--- src/sv/pdvr_pkg.sv ---
`timescale 1ns / 1ps
// pdvr_pkg: widths, shift amounts, saturation limits and stage enable types
// shared by the pose delta velocity recovery block; no dependencies
package pdvr_pkg;

  localparam int POS_W   = 32;
  localparam int QUAT_W  = 64;
  localparam int COMP_W  = 16;
  localparam int PROD_W  = 2 * COMP_W;
  localparam int SUM_W   = PROD_W + 3;
  localparam int MAG_W   = 33;
  localparam int K_W     = 32;
  localparam int VEL_W   = 32;
  localparam int MUL_W   = 64;

  localparam int LIN_SHIFT = 16;
  localparam int ANG_SHIFT = 27;

  localparam logic [VEL_W-1:0] VEL_MAX = {1'b0, {(VEL_W-1){1'b1}}};
  localparam logic [VEL_W-1:0] VEL_MIN = {1'b1, {(VEL_W-1){1'b0}}};

  typedef struct packed {
    logic s1;
    logic s2;
    logic s3;
  } pdvr_front_en_t;

  typedef struct packed {
    logic mul;
    logic fin;
  } pdvr_back_en_t;

endpackage

--- src/sv/pdvr_scale.sv ---
`timescale 1ns / 1ps
// pdvr_scale: one velocity lane, magnitude times inverse substep, then
// round half away from zero, saturate and restore sign; depends on pdvr_pkg
module pdvr_scale import pdvr_pkg::*; #(
  parameter int SHIFT = LIN_SHIFT
) (
  input  logic                 clk,
  input  pdvr_back_en_t        en,
  input  logic [MAG_W-1:0]     mag_i,
  input  logic                 neg_i,
  input  logic [K_W-1:0]       k_i,
  output logic [VEL_W-1:0]     vel_o
);

  localparam int Q_W = MUL_W + 1 - SHIFT;
  localparam logic [MUL_W:0] HALF = (MUL_W+1)'(1) << (SHIFT - 1);

  logic [MUL_W-1:0] prod_r;
  logic             neg_r;
  logic [VEL_W-1:0] vel_r;
  logic [MUL_W:0]   rnd;
  logic [Q_W-1:0]   q;
  logic             ovf;
  logic [VEL_W-1:0] vel_nxt;

  // magnitude never exceeds 2^32, so the top bit alone means low bits are zero
  always_ff @(posedge clk) begin
    if (en.mul) begin
      prod_r <= mag_i[MAG_W-1] ? {k_i, {(MUL_W-K_W){1'b0}}}
                               : MUL_W'(mag_i[MAG_W-2:0]) * MUL_W'(k_i);
      neg_r  <= neg_i;
    end
  end

  always_comb begin
    rnd = {1'b0, prod_r} + HALF;
    q   = rnd[MUL_W:SHIFT];
    ovf = |q[Q_W-1:VEL_W-1];
    if (neg_r) begin
      vel_nxt = ovf ? VEL_MIN : -q[VEL_W-1:0];
    end else begin
      vel_nxt = ovf ? VEL_MAX : q[VEL_W-1:0];
    end
  end

  always_ff @(posedge clk) begin
    if (en.fin) begin
      vel_r <= vel_nxt;
    end
  end

  assign vel_o = vel_r;

endmodule

--- config.mk ---
export PLATFORM = sky130hd
export DESIGN_NAME = pdvr_scale
export DESIGN_NICKNAME = d
export VERILOG_FILES = /design/src/sv/pdvr_pkg.sv /design/src/sv/pdvr_scale.sv
export SDC_FILE = /design/constraint.sdc
export NUM_CORES = 2
export LEC_CHECK = 0
export ABC_AREA = 1
export BUFFER_PORTS_ARGS = -buffer_cell sky130_fd_sc_hd__buf_2
export CORE_ASPECT_RATIO = 0.75
export CORE_UTILIZATION = 60
export CTS_CLUSTER_DIAMETER = 50
export DETAILED_ROUTE_END_ITERATION = 10
export MAX_ROUTING_LAYER = met4
export PLACE_DENSITY = 0.81
export SLEW_MARGIN = 5
export SYNTH_ARGS = -nofsm -noshare
export SYNTH_HDL_FRONTEND = slang
export SYNTH_SLANG_ARGS = --single-unit
--- constraint.sdc ---
create_clock -name clk -period 8.6 [get_ports clk]
set_input_delay 0.86 -clock clk [delete_from_list [all_inputs] [get_ports clk]]
set_output_delay 0.86 -clock clk [all_outputs]
set_load 0.005 [all_outputs]
# After elaboration in Yosys (flattened, before gate mapping)
# Cells that the tools add are included.
[classes]
addsub = 2
mul = 1
muxes = 4
n_reduce_logical = 1
[ops]
columns = ["op", "count"]
rows = [
  ["32-bit two-way mux", 3],
  ["64-bit by 16-bit adder with 65-bit output, second input constant", 1],
  ["32-bit by 32-bit multiplier with 64-bit output", 1],
  ["64-bit two-way mux", 1],
  ["32-bit negation", 1],
  ["18-bit OR reduction", 1],
]
[totals]
register_bits = 97
inputBits = 69
elab_cells = 12

# Logic depth before layout (Yosys ltp)
[depth]
depth_word = 4
mapped_depth = 34

# Worst setup path after synthesis
# OpenSTA, ideal clock, no wires.
[synth_timing]
path_kind = "input -> register"
startpoint = "input k_i[8]"
endpoint = "register prod_r[60] (data pin)"
setup_time_ps = 254
arrival_ps = 7133
required_time_ps = 8346
path_slack_ps = 1213
path_stages = 30
n_path_buf = 2
cell_sequence = "clkbuf_1 > clkbuf_1 > nand2_1 > fa_1 > inv_1 > fa_1 > inv_1 > fa_1 > inv_1 > fa_1 > inv_1 > fa_1 > inv_1 > fa_1 > fa_1 > inv_1 > fa_1 > inv_1 > ha_1 > nand2_1 > nor2_1 > inv_1 > nor2_1 > nand2_1 > o21ai_0 > nand3b_1 > nand2_1 > nand2_1 > nand3_1 > nand2_1"
[synth_between]
elab_chain_len = 2
[synth_rtl]
columns = ["item", "line", "source"]
rows = [
  ["start, declared", "pdvr_scale.sv:11", "input logic [K_W-1:0] k_i,"],
  ["32-bit by 32-bit multiplier with 64-bit output", "pdvr_scale.sv:30", ": MUL_W'(mag_i[MAG_W-2:0]) * MUL_W'(k_i);"],
  ["64-bit two-way mux", "pdvr_scale.sv:29", "prod_r <= mag_i[MAG_W-1] ? {k_i, {(MUL_W-K_W){1'b0}}}"],
  ["end signal, assigned", "pdvr_scale.sv:29", ""],
  ["end, declared", "pdvr_scale.sv:18", "logic [MUL_W-1:0] prod_r;"],
]
# Every way passes these cells.
# A chain may end at the register's enable or synchronous reset.

# Final worst setup path
[layout_timing]
startpoint = "input k_i[8]"
endpoint = "register prod_r[45] (data pin)"
# Same word-level chain as after synthesis.

==> flow_summary.ini <==
[status]
status = complete, no violations

[cts]
clock-root-buffer = clkbuf_16
clkTransAtPathRegs_ns = 0.06
insertion_delay_ns = 0.37
cts_tree = done
clock-sinks = 82
cts_buffers = 9
h-tree-depth = 3
hold_buffers = 0
post_cts_resized = 0
cts_setup_buffers = 0
clock_path_buffers = 2

[global_route]
antenna_found_initial = 1
grt_max_degree = 55
grt_pass1_wl_mm = 194
grt.total_usage_pct = 37.0
grt_pass1_vias = 35722
globalRouteOverflowTotal = 0

[synthesis]
synth.distinct_cells = 38
avgSynthCellArea_um2 = 7.40
yosys_warnings = 0
synth_ff_type = edfxtp_1
synth_async_sr_flop_share_pct = 0
ys_ff_latch = 82
seq_area_frac_synth_pct = 6.00
synth_edf_count = 82
netlist_area_mm2 = 0.0410
synthesis.nets = 6775
synthCells = 5549

[cells_and_area]
area_growth_pct = 3.85
multiInputGateArea_mm2 = 0.0316
fin_nets = 6724
mostFrequentLayoutCell = nand2_1
drive_gt1_share_pct = 4.34
most-common-layout-cells = nand2_1 (1605), inv_1 (1600), fa_1 (895), nor2_1 (307), ha_1 (262)
seq_area_mm2 = 0.00246
final.fill_count = 5894
final_util_pct = 63.4

[timing]
fin_worst_skew_ns = 0.0124
final-setup-viol-count = 0
final.setup.tns_ns = 0
final_hold_viol_count = 0
rsz0062_at_grt = false
max_freq_ghz = 0.121
relSlewSlack_pct = 37.2
finalCriticalPeriod_ns = 8.24
slew_viol_final = 0
worstMarginPinSlew_ns = 0.941
period_share_pct = 95.8

[setup_path]
required_ns = 8.69
reg2reg_from = prod_r[16]
criticalPathCategory = input port to register
critPathMaxFanout = 33
cp-end-kind = register
worst_ep_arrival_time_ns = 8.33
startpoint = k_i[8]
crit_path_start_kind = input port

[min_path]
hp-class = input port to register
min-delay-start = neg_i

[die]
rows = 82
floorplan.initialDensity_pct = 61.1
io_pins = 101
core_mm2 = 0.0672
die_area_mm2 = 0.0695
die_height_um = 229
die_x_um = 304

[drt]
wl_per_cell_um = 18.8
drc = 0
vias_per_cell = 5.49
firstDrtPassIters = 6
routed_wirelength_mm = 120
antenna_left = 0
drtIter0Drc = 3649
vias = 35072

[flow_run]
cap_viol_max_count = 0

[placed_design]
place_congestion = 1.03
port_buffers = 100
dp_hpwl_mm = 102
sequential cells by signal, summed over array words and instances, names as in the netlist:
name / cells
prod_r: 49
neg_r: 1
vel_o: 32
per-stage QoR:
| stage | worst slack, ns | instance area [µm²] | cells | hold slack, ns |
|---|---|---|---|---|
| 6_report | 0.360 | 42600 | 6386 | 0.671 |
| 5_1_grt | 0.217 | 42600 | 6386 | 0.658 |
| 4_1_cts | 0.481 | 42600 | 6385 | 0.652 |
| 3_5_place_dp | 0.0908 | 42300 | 6369 | 0.849 |
| 3_3_place_gp | 0.0892 | 42300 | 6369 | 0.858 |
| 2_1_floorplan | 1.21 | 41000 | 5549 | 0.721 |
cells by family (layout without fill, tap and decap cells):
group / count (synthesis) / in the layout / share of synthesized area, %
and+or+nand+nor: 2200 / 2200 / 21.8
buffers and inverters: 1844 / 1798 / 17.0
adders and majority gates: 1157 / 1157 / 51.6
AOI/OAI and AO/OA: 255 / 255 / 3.39
DFF: 82 / 82 / 6.00
xor gates and xnor gates: 11 / 11 / 0.235
other: 0 / 1 / 0
Yosys cell counts, drive strengths merged, types with 22 or more instances:
cell | instances | area, µm²
nand2 | 1617 | 6120
inv | 1600 | 6010
fa | 895 | 17900
nor2 | 328 | 1350
ha | 262 | 3280
clkbuf | 231 | 867
nand3 | 145 | 746
o21ai | 109 | 549
a21oi | 99 | 499
edfxtp | 82 | 2460
nand4 | 64 | 400
nand3b | 22 | 178
critical path, stage by stage:
cell	delay, ns
buf_2	0.61
nand2_1	0.18
fa_1	0.56
inv_1	0.05
fa_1	0.53
inv_1	0.06
fa_1	0.53
inv_1	0.06
fa_1	0.50
inv_1	0.06
fa_1	0.53
inv_1	0.05
fa_1	0.45
fa_1	0.54
inv_1	0.09
fa_1	0.48
inv_1	0.04
ha_1	0.33
a21oi_1	0.25
a21boi_0	0.33
o21ai_0	0.24
a21oi_1	0.17
nand2_1	0.21
nand2_1	0.18
nand2_1	0.09
nand2_1	0.20
a31oi_1	0.12
final cells by class:
class / count / area share (%)
Timing Repair Buffer: 181 / 2.69
Antenna cell: 1 / 0.00587
Sequential cell: 82 / 5.78
Clock inverter: 7 / 0.161
Inverter: 1601 / 14.1
Tap cell: 882 / 2.59
Clock buffer: 9 / 0.528
Multi-Input combinational cell: 3623 / 74.2
layer usage:
layer  global-route usage, %  vias to the layer above  part of all wire, %
met1                    51.9                    17180                   42
met3                    5.34                      266                   11
li1                        -                    15695                    -
met5                       -                        -                    0
met4                    10.8                        0                  3.1
met2                    56.1                     1931                   45
worst paths after layout:
path | to | slack (ns) | depth (start not counted)
worst max-delay path | prod_r[45] | 0.36 | 27
worst min-delay path | neg_r | 0.67 | 1
worst max register to register | vel_o[23] | 5.17 | 16
worst min register to register | vel_o[0] | 0.88 | 2
Power is left out: the tool's default activity adds up to more than one toggle a clock period on the data nets, which glitch-free logic cannot reach.
